===== src/sv/assert_macros.svh =====
// Assertion macros used by the top RTL file of the parameter set scanner
`ifndef ASSERT_MACROS_SVH
`define ASSERT_MACROS_SVH

`ifndef ASSERT_OFF

// Condition must hold at every clock edge outside reset
`define ASSERT_ALWAYS(lbl, clk, rstn, cond, msg) \
    lbl: assert property (@(posedge clk) disable iff (!rstn) (cond)) else $error(msg);

// Antecedent implies consequent in the same cycle
`define ASSERT_IMPLIES(lbl, clk, rstn, ante, cons, msg) \
    lbl: assert property (@(posedge clk) disable iff (!rstn) (ante) |-> (cons)) \
        else $error(msg);

`else

`define ASSERT_ALWAYS(lbl, clk, rstn, cond, msg)
`define ASSERT_IMPLIES(lbl, clk, rstn, ante, cons, msg)

`endif

`endif


===== src/sv/hpss_pkg.sv =====
// Package: types and constants of the H.264 parameter set scanner
`timescale 1ns / 1ps
`default_nettype none

package hpss_pkg;

    localparam int unsigned MAX_UNIT_BYTES = 1048576;

    localparam int unsigned OFF_W = 20;
    localparam int unsigned LEN_W = 21;
    localparam int unsigned TYPE_W = 5;

    localparam logic [LEN_W-1:0] MAX_POS = LEN_W'(MAX_UNIT_BYTES);

    localparam logic [31:0] START_CODE = 32'h0000_0001;
    localparam logic [2:0] FILL_FULL = 3'd4;

    localparam logic [TYPE_W-1:0] NAL_SLICE = 5'h01;
    localparam logic [TYPE_W-1:0] NAL_IDR = 5'h05;
    localparam logic [TYPE_W-1:0] NAL_SPS = 5'h07;
    localparam logic [TYPE_W-1:0] NAL_PPS = 5'h08;

    localparam int unsigned Q_DEPTH = 4;
    localparam int unsigned Q_PTR_W = 2;
    localparam int unsigned Q_CNT_W = 3;

    // Event passed from the byte front end to the region tracker
    typedef struct packed {
        logic              sc;        // start code complete, type known
        logic [OFF_W-1:0]  sc_off;
        logic [TYPE_W-1:0] sc_type;
        logic              last;      // buffer ends with this byte
        logic [LEN_W-1:0]  length;    // buffer length (saturated)
        logic              too_long;
    } token_t;

    typedef struct packed {
        logic               push;
        logic               pop;
        logic               full;
        logic [Q_CNT_W-1:0] count;
    } q_status_t;

    typedef struct packed {
        logic [OFF_W-1:0] sps_offset;
        logic [LEN_W-1:0] sps_length;
        logic [OFF_W-1:0] pps_offset;
        logic [LEN_W-1:0] pps_length;
        logic             key_frame_sync;
        logic             slice_before_key;
        logic [LEN_W-1:0] stop_offset;
        logic             too_long;
    } result_t;

    typedef enum logic [3:0] {
        PH_SEARCH = 4'b0001,
        PH_FIRST  = 4'b0010,
        PH_SECOND = 4'b0100,
        PH_DONE   = 4'b1000
    } phase_t;

endpackage

`default_nettype wire


===== src/sv/hpss_queue.sv =====
// Short event queue between the front end and the region tracker
`timescale 1ns / 1ps
`default_nettype none

module hpss_queue import hpss_pkg::*;
(
    input  wire logic clk,
    input  wire logic rst_n,
    input  wire logic push,
    input  token_t    wr_token,
    input  wire logic pop,
    output logic      head_valid,
    output token_t    head,
    output q_status_t stat
);

    token_t             mem_reg [Q_DEPTH];
    logic [Q_PTR_W-1:0] wr_ptr_reg, wr_ptr_next;
    logic [Q_PTR_W-1:0] rd_ptr_reg, rd_ptr_next;
    logic [Q_CNT_W-1:0] count_reg, count_next;
    logic               do_push;
    logic               do_pop;

    assign head_valid = count_reg != '0;
    assign head = mem_reg[rd_ptr_reg];
    assign do_push = push && (count_reg != Q_CNT_W'(Q_DEPTH));
    assign do_pop = pop && head_valid;

    always_comb
    begin
        stat.push  = do_push;
        stat.pop   = do_pop;
        stat.full  = count_reg == Q_CNT_W'(Q_DEPTH);
        stat.count = count_reg;
    end

    always_comb
    begin
        wr_ptr_next = do_push ? wr_ptr_reg + Q_PTR_W'(1) : wr_ptr_reg;
        rd_ptr_next = do_pop ? rd_ptr_reg + Q_PTR_W'(1) : rd_ptr_reg;
        count_next  = count_reg;
        if (do_push && !do_pop)
        begin
            count_next = count_reg + Q_CNT_W'(1);
        end
        else if (do_pop && !do_push)
        begin
            count_next = count_reg - Q_CNT_W'(1);
        end
    end

    always_ff @(posedge clk)
    begin
        if (do_push)
        begin
            mem_reg[wr_ptr_reg] <= wr_token;
        end
    end

    always_ff @(posedge clk or negedge rst_n)
    begin
        if (!rst_n)
        begin
            wr_ptr_reg <= '0;
            rd_ptr_reg <= '0;
            count_reg  <= '0;
        end
        else
        begin
            wr_ptr_reg <= wr_ptr_next;
            rd_ptr_reg <= rd_ptr_next;
            count_reg  <= count_next;
        end
    end

endmodule

`default_nettype wire


===== config.mk =====
export PLATFORM = sky130hd
export DESIGN_NAME = hpss_queue
export DESIGN_NICKNAME = d
export VERILOG_FILES = /design/src/sv/assert_macros.svh /design/src/sv/hpss_pkg.sv /design/src/sv/hpss_queue.sv
export SDC_FILE = /design/constraint.sdc
export NUM_CORES = 1
export LEC_CHECK = 0
export ABC_AREA = 0
export BUFFER_PORTS_ARGS = -buffer_cell sky130_fd_sc_hd__clkbuf_2
export CORE_MARGIN = 2
export CORE_UTILIZATION = 56
export DETAILED_ROUTE_END_ITERATION = 8
export HOLD_SLACK_MARGIN = 0.05
export PLACE_DENSITY = 0.81
export SKIP_LAST_GASP = 1
export SYNTH_ARGS = -nofsm -noshare
export SYNTH_HDL_FRONTEND = slang
export SYNTH_SLANG_ARGS = --single-unit

===== constraint.sdc =====
create_clock -name clk -period 2.6 [get_ports clk]
set_input_delay 0.26 -clock clk [delete_from_list [all_inputs] [get_ports clk]]
set_output_delay 0.26 -clock clk [all_outputs]
set_load 0.02 [all_outputs]

==> results.ini <==
[logic_synthesis]
ys_ff_latch = 203
synth_edf_count = 196
ys_warn_count = 0
yosysSeqAreaShare = 0.800
synth_ff_type = edfxtp_1
async_flop_share = 0.0345
syn_inst = 295
synth_area_leaders = edfxtp_1 78%, mux4_2 14%, dfrtp_1 2.3%
yosys-top-cells-count = 196 x edfxtp_1, 48 x mux4_2, 7 x dfrtp_1
synth_cell_type_count = 23
yosysTopAreaCellShare = 0.777
yosysTopAreaCell = edfxtp_1
synth_nets = 354
synth.most_common_cell = edfxtp_1
synth.avg_cell_area_um2 = 25.7
synth_area_mm2 = 0.00758

[cts]
cts_tree = yes
cts_sinks = 203
clk_pin_slew_worst_paths_ns = 0.06
clock_latency_ns = 0.47
cts_resized = 0
clock_path_buffers = 3
cts-root-buf = clkbuf_16
cts_max_level = 1
cts_buffers = 20
cts_setup_buffers = 0

[sta]
drv_slew = 0
fin_worst_skew_ns = 0.00541
max_freq_mhz = 410
slew_headroom = 0.665
finalCritPeriodShare = 0.938
fin_tns_setup_ns = 0
final_hold_viol_count = 0
fin_ws_ns = 0.161
tightest_slew_ns = 0.502
post-route-min-period_ns = 2.44
rsz0062_at_grt = false
setup_viol = 0
holdWs_ns = 0.0664

[min_path]
hold_path_depth = 3
min_path_type = in2reg

[outcome]
outcome = finished, final reports clean

[final_layout]
syn_to_final_growth_pct = 25.0
layout-drive-gt1-share = 0.424
fin_nets = 531
largest_register_ffs = 196

[global_routing]
grt_pass1_vias = 3749
grtUsageTotal = 0.186
grt_pass1_wl_um = 20200
antenna_found_initial = 0
grt_max_degree = 51
grt-ovfl-total = 0

[placed_design]
dp_hpwl_um = 7720
place_congestion = 0.721
portBuffers = 108
preCtsSetupSlack_ns = 0.396

[floorplan]
ios = 109
die_w_um = 120
std_cell_rows = 42
die_h_um = 120
initial_core_util = 0.572
core_mm2 = 0.0132
die_area_mm2 = 0.0145

[critical_path]
worstPathArrival_ns = 2.18
cp-start-kind = flip-flop
crit_type = reg2out
cp-end-kind = primary output
crit_required_ns = 2.34
ff2ff_path_depth = 8
critPathMaxFanout = 14

[job]
drv_cap = 0

[detailed_routing]
postRouteWirelength_um = 13300
drc = 0
drt-wirelength-per-cell_um = 20.2
postRouteAntennaNets = 0
detailroute.via_count = 3621
first_iter_violations = 229
dr.pass1.iters = 4
vias_per_cell = 5.48

[power_and_ir_drop]
ir_worst_vdd_uv = 739
power_density_mw_per_mm2 = 1140
power.static_leakage_nw = 3.37

power by group:
| part | switching, mW | total [mW] | internal [mW] | leakage, nW |
|---|---|---|---|---|
| Clock | 1.08 | 2.67 | 1.59 | 0.310 |
| Sequential | 0.249 | 4.59 | 4.34 | 1.88 |
| Combinational | 2.02 | 3.53 | 1.52 | 1.18 |
| Total | 3.34 | 10.8 | 7.44 | 3.37 |
cell type report:
class / count / area, µm²
Antenna cell: 1 / 2.50
Clock buffer: 27 / 591
Clock inverter: 7 / 33.8
Fill cell: 803 / 3770
Inverter: 4 / 15.0
Multi-Input combinational cell: 73 / 1340
Sequential cell: 203 / 6070
Tap cell: 176 / 220
Timing Repair Buffer: 170 / 1210
through the flow:
step | util | instances | power (mW) | cell area, µm²
detailed placement | 0.630 | 576 | 8.19 | 8350
finish | 0.716 | 661 | 10.8 | 9480
global route | 0.715 | 660 | 11.3 | 9470
CTS | 0.715 | 660 | 10.9 | 9470
floorplan | - | 295 | 7.17 | 7580
global placement | 0.630 | 576 | 8.08 | 8350
routing by layer:
layer	up-vias	wire length (µm)	global-route usage
met1	1891	5180	0.231
met4	0	215	0.0545
met2	117	7230	0.333
met5	-	0	0
met3	15	714	0.0382
li1	1598	-	-
cell usage in the layout, fill, tap and decap left out, types with 2 or more instances in the layout:
cell type and n:
xor2_1 2, dlygate4sd3_1 50, inv_4 2, and2_2 4, edfxtp_1 196, dfrtp_1 5, buf_12 6, buf_4 6
ha_1 5, clkbuf_1 4, xnor2_1 4, clkbuf_16 23, clkbuf_2 108, clkinv_1 3, inv_1 4, clkinv_2 2
mux4_2 48
critical path, cell delays in order, from the launching register on:
cell      delay (ns)
dfrtp_4         0.61
buf_4           0.34
mux4_2          0.57
clkbuf_2        0.18
final timing paths:
path / start / end / slack, ns
max: rd_ptr_reg[0] / head[26] / 0.16
min: pop / rd_ptr_reg[1] / 0.07
max reg2reg: count_reg[0] / count_reg[2] / 0.41
min reg2reg: count_reg[2] / count_reg[2] / 0.54
max in group asynchronous: rst_n / rd_ptr_reg[0] / 2.26
min in group asynchronous: rst_n / count_reg[1] / 0.16
cell families (layout without fill, tap and decap cells):
family / Yosys count / after routing / share of synthesized area
flops: 203 / 203 / 0.800
mux: 51 / 51 / 0.150
buf+inv: 19 / 208 / 0.0239
simple gates: 10 / 10 / 0.00891
fa+ha+maj: 6 / 6 / 0.0109
xor+xnor: 6 / 6 / 0.00693
other cells: 0 / 1 / 0
timing repair:
| action | 4_1_cts | 5_1_grt |
|---|---|---|
| hold buffers | 50 | 0 |
| endpoints found under the setup margin | 0 | 0 |
| hold endpoints to repair | 203 | 0 |
Note: power is estimated with default switching activity, not from simulation.
