File: src/sv/assert_macros.svh
// Assertion macros used by the top RTL file of the parameter set scanner
`ifndef ASSERT_MACROS_SVH
`define ASSERT_MACROS_SVH

`ifndef ASSERT_OFF

// Condition must hold at every clock edge outside reset
`define ASSERT_ALWAYS(lbl, clk, rstn, cond, msg) \
    lbl: assert property (@(posedge clk) disable iff (!rstn) (cond)) else $error(msg);

// Antecedent implies consequent in the same cycle
`define ASSERT_IMPLIES(lbl, clk, rstn, ante, cons, msg) \
    lbl: assert property (@(posedge clk) disable iff (!rstn) (ante) |-> (cons)) \
        else $error(msg);

`else

`define ASSERT_ALWAYS(lbl, clk, rstn, cond, msg)
`define ASSERT_IMPLIES(lbl, clk, rstn, ante, cons, msg)

`endif

`endif

File: src/sv/hpss_pkg.sv
// Package: types and constants of the H.264 parameter set scanner
`timescale 1ns / 1ps
`default_nettype none

package hpss_pkg;

    localparam int unsigned MAX_UNIT_BYTES = 1048576;

    localparam int unsigned OFF_W = 20;
    localparam int unsigned LEN_W = 21;
    localparam int unsigned TYPE_W = 5;

    localparam logic [LEN_W-1:0] MAX_POS = LEN_W'(MAX_UNIT_BYTES);

    localparam logic [31:0] START_CODE = 32'h0000_0001;
    localparam logic [2:0] FILL_FULL = 3'd4;

    localparam logic [TYPE_W-1:0] NAL_SLICE = 5'h01;
    localparam logic [TYPE_W-1:0] NAL_IDR = 5'h05;
    localparam logic [TYPE_W-1:0] NAL_SPS = 5'h07;
    localparam logic [TYPE_W-1:0] NAL_PPS = 5'h08;

    localparam int unsigned Q_DEPTH = 4;
    localparam int unsigned Q_PTR_W = 2;
    localparam int unsigned Q_CNT_W = 3;

    // Event passed from the byte front end to the region tracker
    typedef struct packed {
        logic              sc;        // start code complete, type known
        logic [OFF_W-1:0]  sc_off;
        logic [TYPE_W-1:0] sc_type;
        logic              last;      // buffer ends with this byte
        logic [LEN_W-1:0]  length;    // buffer length (saturated)
        logic              too_long;
    } token_t;

    typedef struct packed {
        logic               push;
        logic               pop;
        logic               full;
        logic [Q_CNT_W-1:0] count;
    } q_status_t;

    typedef struct packed {
        logic [OFF_W-1:0] sps_offset;
        logic [LEN_W-1:0] sps_length;
        logic [OFF_W-1:0] pps_offset;
        logic [LEN_W-1:0] pps_length;
        logic             key_frame_sync;
        logic             slice_before_key;
        logic [LEN_W-1:0] stop_offset;
        logic             too_long;
    } result_t;

    typedef enum logic [3:0] {
        PH_SEARCH = 4'b0001,
        PH_FIRST  = 4'b0010,
        PH_SECOND = 4'b0100,
        PH_DONE   = 4'b1000
    } phase_t;

endpackage

`default_nettype wire

File: src/sv/hpss_ifs.sv
// Interfaces: byte input channel and result output channel
`timescale 1ns / 1ps
`default_nettype none

interface hpss_byte_if;
    logic       valid;
    logic       ready;
    logic [7:0] data_byte;
    logic       last_byte;

    modport source (output valid, output data_byte, output last_byte, input ready);
    modport sink (input valid, input data_byte, input last_byte, output ready);
endinterface


`default_nettype wire

File: src/sv/hpss_front.sv
// Front end: byte window, start code detection, position count
`timescale 1ns / 1ps
`default_nettype none

module hpss_front import hpss_pkg::*;
(
    input  wire logic   clk,
    input  wire logic   rst_n,
    hpss_byte_if.sink   byte_chan,
    input  wire logic   q_full,
    output logic        q_push,
    output token_t      q_token
);

    logic [31:0]      recent_reg, recent_next;
    logic [2:0]       fill_reg, fill_next;
    logic [LEN_W-1:0] pos_reg, pos_next;
    logic             too_long_reg, too_long_next;

    logic accept;
    logic scan;
    logic sc;

    assign byte_chan.ready = !q_full;
    assign accept = byte_chan.valid && !q_full;

    // bytes beyond the size limit only set the overflow flag
    assign scan = pos_reg < MAX_POS;
    assign sc = scan && (fill_reg == FILL_FULL) && (recent_reg == START_CODE);

    always_comb
    begin
        q_token.sc       = sc;
        q_token.sc_off   = OFF_W'(pos_reg - LEN_W'(4));
        q_token.sc_type  = byte_chan.data_byte[TYPE_W-1:0];
        q_token.last     = byte_chan.last_byte;
        q_token.length   = scan ? pos_reg + LEN_W'(1) : pos_reg;
        q_token.too_long = too_long_reg || !scan;
        q_push = accept && (sc || byte_chan.last_byte);
    end

    always_comb
    begin
        recent_next   = recent_reg;
        fill_next     = fill_reg;
        pos_next      = pos_reg;
        too_long_next = too_long_reg;
        if (accept)
        begin
            if (byte_chan.last_byte)
            begin
                recent_next   = '0;
                fill_next     = '0;
                pos_next      = '0;
                too_long_next = 1'b0;
            end
            else if (scan)
            begin
                recent_next = {recent_reg[23:0], byte_chan.data_byte};
                if (fill_reg != FILL_FULL)
                begin
                    fill_next = fill_reg + 3'd1;
                end
                pos_next = pos_reg + LEN_W'(1);
            end
            else
            begin
                too_long_next = 1'b1;
            end
        end
    end

    always_ff @(posedge clk or negedge rst_n)
    begin
        if (!rst_n)
        begin
            recent_reg   <= '0;
            fill_reg     <= '0;
            pos_reg      <= '0;
            too_long_reg <= 1'b0;
        end
        else
        begin
            recent_reg   <= recent_next;
            fill_reg     <= fill_next;
            pos_reg      <= pos_next;
            too_long_reg <= too_long_next;
        end
    end

endmodule

`default_nettype wire

File: src/flat_wrapper.sv
// flat-port wrapper written by rule: the top's interface ports become plain ports
module hpss_front_flat import hpss_pkg::*;
  (clk, rst_n, q_full, q_push, q_token, byte_chan_valid, byte_chan_data_byte, byte_chan_last_byte, byte_chan_ready);
  hpss_byte_if byte_chan_i ();
  input  wire logic clk;
  input  wire logic rst_n;
  input  wire logic q_full;
  output logic q_push;
  output token_t q_token;
  input wire logic [$bits(byte_chan_i.valid)-1:0] byte_chan_valid;
  input wire logic [$bits(byte_chan_i.data_byte)-1:0] byte_chan_data_byte;
  input wire logic [$bits(byte_chan_i.last_byte)-1:0] byte_chan_last_byte;
  output wire logic [$bits(byte_chan_i.ready)-1:0] byte_chan_ready;
  assign byte_chan_i.valid = byte_chan_valid;
  assign byte_chan_i.data_byte = byte_chan_data_byte;
  assign byte_chan_i.last_byte = byte_chan_last_byte;
  assign byte_chan_ready = byte_chan_i.ready;
  hpss_front u_core (.clk(clk), .rst_n(rst_n), .byte_chan(byte_chan_i), .q_full(q_full), .q_push(q_push), .q_token(q_token));
endmodule
File: config.mk
export PLATFORM = sky130hd
export DESIGN_NAME = hpss_front_flat
export DESIGN_NICKNAME = d
export VERILOG_FILES = /design/src/sv/assert_macros.svh /design/src/sv/hpss_pkg.sv /design/src/sv/hpss_ifs.sv /design/src/sv/hpss_front.sv /design/src/flat_wrapper.sv
export SDC_FILE = /design/constraint.sdc
export NUM_CORES = 1
export LEC_CHECK = 0
export ABC_AREA = 1
export BUFFER_PORTS_ARGS = -buffer_cell sky130_fd_sc_hd__buf_2
export CELL_PAD_IN_SITES_DETAIL_PLACEMENT = 1
export CELL_PAD_IN_SITES_GLOBAL_PLACEMENT = 1
export CORE_UTILIZATION = 30
export DETAILED_ROUTE_END_ITERATION = 7
export PLACE_DENSITY_LB_ADDON = 0.2
export SLEW_MARGIN = 0
export SYNTH_ARGS = -nofsm -noshare
export SYNTH_HDL_FRONTEND = slang
export SYNTH_SLANG_ARGS = --single-unit
File: constraint.sdc
create_clock -name clk -period 3.55 [get_ports clk]
set_clock_uncertainty 0.15 [all_clocks]
set_input_delay 0.1775 -clock clk [delete_from_list [all_inputs] [get_ports clk]]
set_output_delay 0.1775 -clock clk [all_outputs]
set_load 0.005 [all_outputs]
==> impl_metrics.py <==
metrics = {
    "drt": {
        "ant_nets": 0,
        "final_wl_mm": 10.4,
        "routed_wire_length_per_instance_um": 15.2,
        "detail_route.first_pass.iterations": 4,
        "drt_iter0_markers": 134,
        "post-route-drc-count": 0,
        "number_of_vias_per_cell_after_detailed_routing": 4.89,
        "routed-via-count": 3337,
    },
    "power": {
        "power.switching_uw": 520,
        "intPower_mw": 1.43,
        "power_density_nw_per_um2": 460,
        "clock_power_share_pct": 48.1,
        "p_leak_nw": 2.20,
        "vdd.ir_drop.worst_v": 0.000263,
        "combinationalPowerShare_pct": 15.5,
        "sw_frac_of_total_pct": 26.6,
        "p_seq_share_pct": 36.4,
    },
    "final_layout": {
        "area.growth.synth_to_final_pct": 22.0,
        "insertedDiodeCount": 0,
        "share_of_the_core_filled_with_cells_pct": 38.3,
        "fin_area_um2": 4250,
        "largest_register_ff_count": 32,
        "drive_gt1_share_pct": 17.5,
        "design.final.nets": 556,
    },
    "setup_path": {
        "timing.setup.critical_path_class": "register to output port",
        "worst-r2r-cell-count": 5,
        "critical_path.reg2reg.startpoint": "u_core.pos_reg[20]",
        "worst-r2r-setup-slack_ns": 1.16,
        "endpoint_kind": "output port",
        "worst_ep_required_time_ns": 3.22,
        "nature_of_the_critical_path_startpoint": "register",
        "worst-endpoint-arrival_ns": 2.13,
        "timing.critical_path.fanout_max": 6,
        "worst_r2r_endpoint": "u_core.recent_reg[21]",
    },
    "timing": {
        "timing.final.crit_share_pct": 69.2,
        "rsz0062_at_grt": "false",
        "finalSetupTns_ns": 0,
        "finalSetupViolations": 0,
        "slew_violations": 0,
        "achievable-frequency_mhz": 407,
        "final_hold_viol_count": 0,
        "final_period_minus_worst_setup_slack_ns": 2.46,
        "tightest_slew_ns": 0.889,
        "timing.max_slew.rel_slack_pct": 40.7,
    },
    "floorplan": {
        "floorplan.initialDensity_pct": 31.4,
        "die_width_um": 110,
        "fp.coreArea_um2": 11100,
        "die_y_um": 110,
        "std_cell_rows": 38,
        "ioPinCount": 64,
        "overall_die_area_um2": 12000,
    },
    "hold_path": {
        "worst_hold_path.endpoint": "u_core.recent_reg[14]",
        "min-delay-path-class": "input port to register",
        "worst_hold_path.num_cells": 2,
        "hold_path_startpoint": "byte_chan_last_byte",
    },
    "synth": {
        "ys_top_cells_by_count": "sky130_fd_sc_hd__nand2_1, sky130_fd_sc_hd__nand3_1, sky130_fd_sc_hd__dfrtp_1",
        "synthDominantAreaCellType": "sky130_fd_sc_hd__dfrtp_1",
        "synth_sequential_area_ratio_pct": 41.0,
        "synthesis.area_um2": 3480,
        "postSynthCellCount": 481,
        "yosys-top-cells-area": "sky130_fd_sc_hd__dfrtp_1, sky130_fd_sc_hd__nand2_1, sky130_fd_sc_hd__nand3_1",
        "synth_enable_flop_cells": 0,
        "synthDominantCellAreaShare_pct": 41.0,
        "synthDistinctLibCells": 28,
        "postSynth.asyncResetShare_pct": 100,
        "syn-num-nets": 499,
        "ys.flop_type": "sky130_fd_sc_hd__dfrtp_1",
        "yosys_register_bits": 57,
        "yosysMostFrequentCell": "sky130_fd_sc_hd__nand2_1",
        "postSynthAreaPerCell_um2": 7.24,
        "ys_warn_count": 0,
    },
    "place": {
        "place.gp.congestion": 0.774,
        "placement.cell_area_um2": 3840,
        "post-dp-hpwl_mm": 7.80,
        "port_buffers": 63,
    },
    "clocking": {
        "clk_pin_slew_ns": 0.05,
        "post_cts_buffers": 0,
        "htree_levels": 3,
        "cts-resized-gates": 0,
        "clock-root-buffer": "sky130_fd_sc_hd__clkbuf_16",
        "clkSinkCount": 57,
        "max_clock_buf_depth": 2,
        "clock_insertion_delay_worst_skew_ns": 0.32,
        "num_cts_buffers": 9,
        "tritoncts_clock_tree": "built",
    },
    "grt": {
        "global_route_wire_length_before_repair_mm": 17.5,
        "maximum_number_of_pins_on_one_net_before_global_route_repair": 38,
        "grt_antenna_before_repair": 0,
        "first_global_vias": 3416,
        "grt.overflow.total": 0,
        "global_route.usage.total_pct": 19.1,
    },
    "flow_run": {
        "maxCapViolCount": 0,
    },
    "outcome": {
        "run_status": "finished clean",
    },
}
-- per-layer routing --
metal	part of all wire (%)	wire length [µm]	track usage, %
met5	0	0	0
met1	50	5200	27.0
met2	46	4750	29.7
met4	1.6	164	6.76
met3	2.8	293	2.67
-- repair_timing --
item	CTS	global route
setup endpoints to repair	0	0
hold endpoints to repair	44	0
hold buffers	9	0
-- power by group through the flow --
stage	clock (mW)	combinational, mW	sequential (mW)
final	0.940	0.302	0.711
after global routing	0.985	0.345	0.716
after CTS	0.958	0.311	0.711
after detailed placement	0	0.301	0.722
after global placement	0	0.292	0.721
after floorplan	0	0.181	0.711
-- cells by family after synthesis --
kind of cell	Yosys count	share of synthesized area, %
AND/OR/NAND/NOR	260	33.2
buffers and inverters	92	11.4
flip-flops	57	41.0
AO/OA/AOI/OAI	48	7.76
XOR/XNOR	19	4.78
adder cells (fa/ha/maj)	5	1.80
-- cell usage in the layout, fill, tap and decap left out, types with 2 or more instances in the layout --
master / n
sky130_fd_sc_hd__nand3_1: 64
sky130_fd_sc_hd__clkinv_1: 2
sky130_fd_sc_hd__nor3_1: 8
sky130_fd_sc_hd__dlygate4sd3_1: 9
sky130_fd_sc_hd__bufinv_16: 2
sky130_fd_sc_hd__clkinv_2: 2
sky130_fd_sc_hd__buf_2: 63
sky130_fd_sc_hd__nand4_1: 13
sky130_fd_sc_hd__buf_4: 4
sky130_fd_sc_hd__inv_2: 4
sky130_fd_sc_hd__o21ai_0: 30
sky130_fd_sc_hd__inv_1: 56
sky130_fd_sc_hd__and2_1: 6
sky130_fd_sc_hd__o31ai_1: 7
sky130_fd_sc_hd__nand3b_1: 2
sky130_fd_sc_hd__nor2_2: 4
sky130_fd_sc_hd__o22ai_1: 5
sky130_fd_sc_hd__xor2_1: 18
sky130_fd_sc_hd__ha_1: 5
sky130_fd_sc_hd__nor2_1: 47
sky130_fd_sc_hd__or2_2: 2
sky130_fd_sc_hd__dfrtp_1: 57
sky130_fd_sc_hd__nand2_2: 2
sky130_fd_sc_hd__clkbuf_16: 9
sky130_fd_sc_hd__nand2_1: 111
sky130_fd_sc_hd__a21oi_1: 2
sky130_fd_sc_hd__o21ai_1: 2
-- worst max-delay path: stages, from the launching register on --
cell	delay, ns
sky130_fd_sc_hd__dfrtp_1	0.41
sky130_fd_sc_hd__inv_1	0.18
sky130_fd_sc_hd__ha_1	0.23
sky130_fd_sc_hd__nand3_1	0.23
sky130_fd_sc_hd__inv_1	0.11
sky130_fd_sc_hd__nand2_1	0.08
sky130_fd_sc_hd__nor2_2	0.14
sky130_fd_sc_hd__nand2_1	0.12
sky130_fd_sc_hd__o21ai_0	0.16
sky130_fd_sc_hd__buf_2	0.14
-- worst max path at each step --
| stage | start | to |
|---|---|---|
| 3_3_place_gp | u_core.pos_reg[20] | u_core.recent_reg[24] |
| 4_1_cts | u_core.pos_reg[2] | q_token[40] |
| 5_1_grt | u_core.pos_reg[20] | u_core.recent_reg[25] |
| 3_5_place_dp | u_core.pos_reg[20] | u_core.recent_reg[1] |
| 6_report | u_core.pos_reg[2] | q_token[40] |
| 2_1_floorplan | u_core.pos_reg[2] | q_token[40] |
-- cell type report --
| class | count | area [µm²] |
|---|---|---|
| inverter | 62 | 233 |
| tap | 140 | 175 |
| sequential | 57 | 1430 |
| timing repair buffer | 76 | 435 |
| clock buffer | 11 | 243 |
| clock inverter | 5 | 78.8 |
| fill | 1400 | 6830 |
| multi-input combinational | 332 | 1660 |
-- metrics by stage --
stage | hold WS, ns | worst slack, ns | std cells | power, mW
after floorplan | -0.268 | 1.84 | 481 | 0.892
final | 0.0678 | 1.09 | 683 | 1.95
after global placement | 0.216 | 1.20 | 658 | 1.01
after global routing | 0.0824 | 0.852 | 683 | 2.05
after detailed placement | 0.210 | 1.13 | 658 | 1.02
after CTS | 0.0817 | 1.05 | 683 | 1.98
Power figures use the tool's default switching activity.
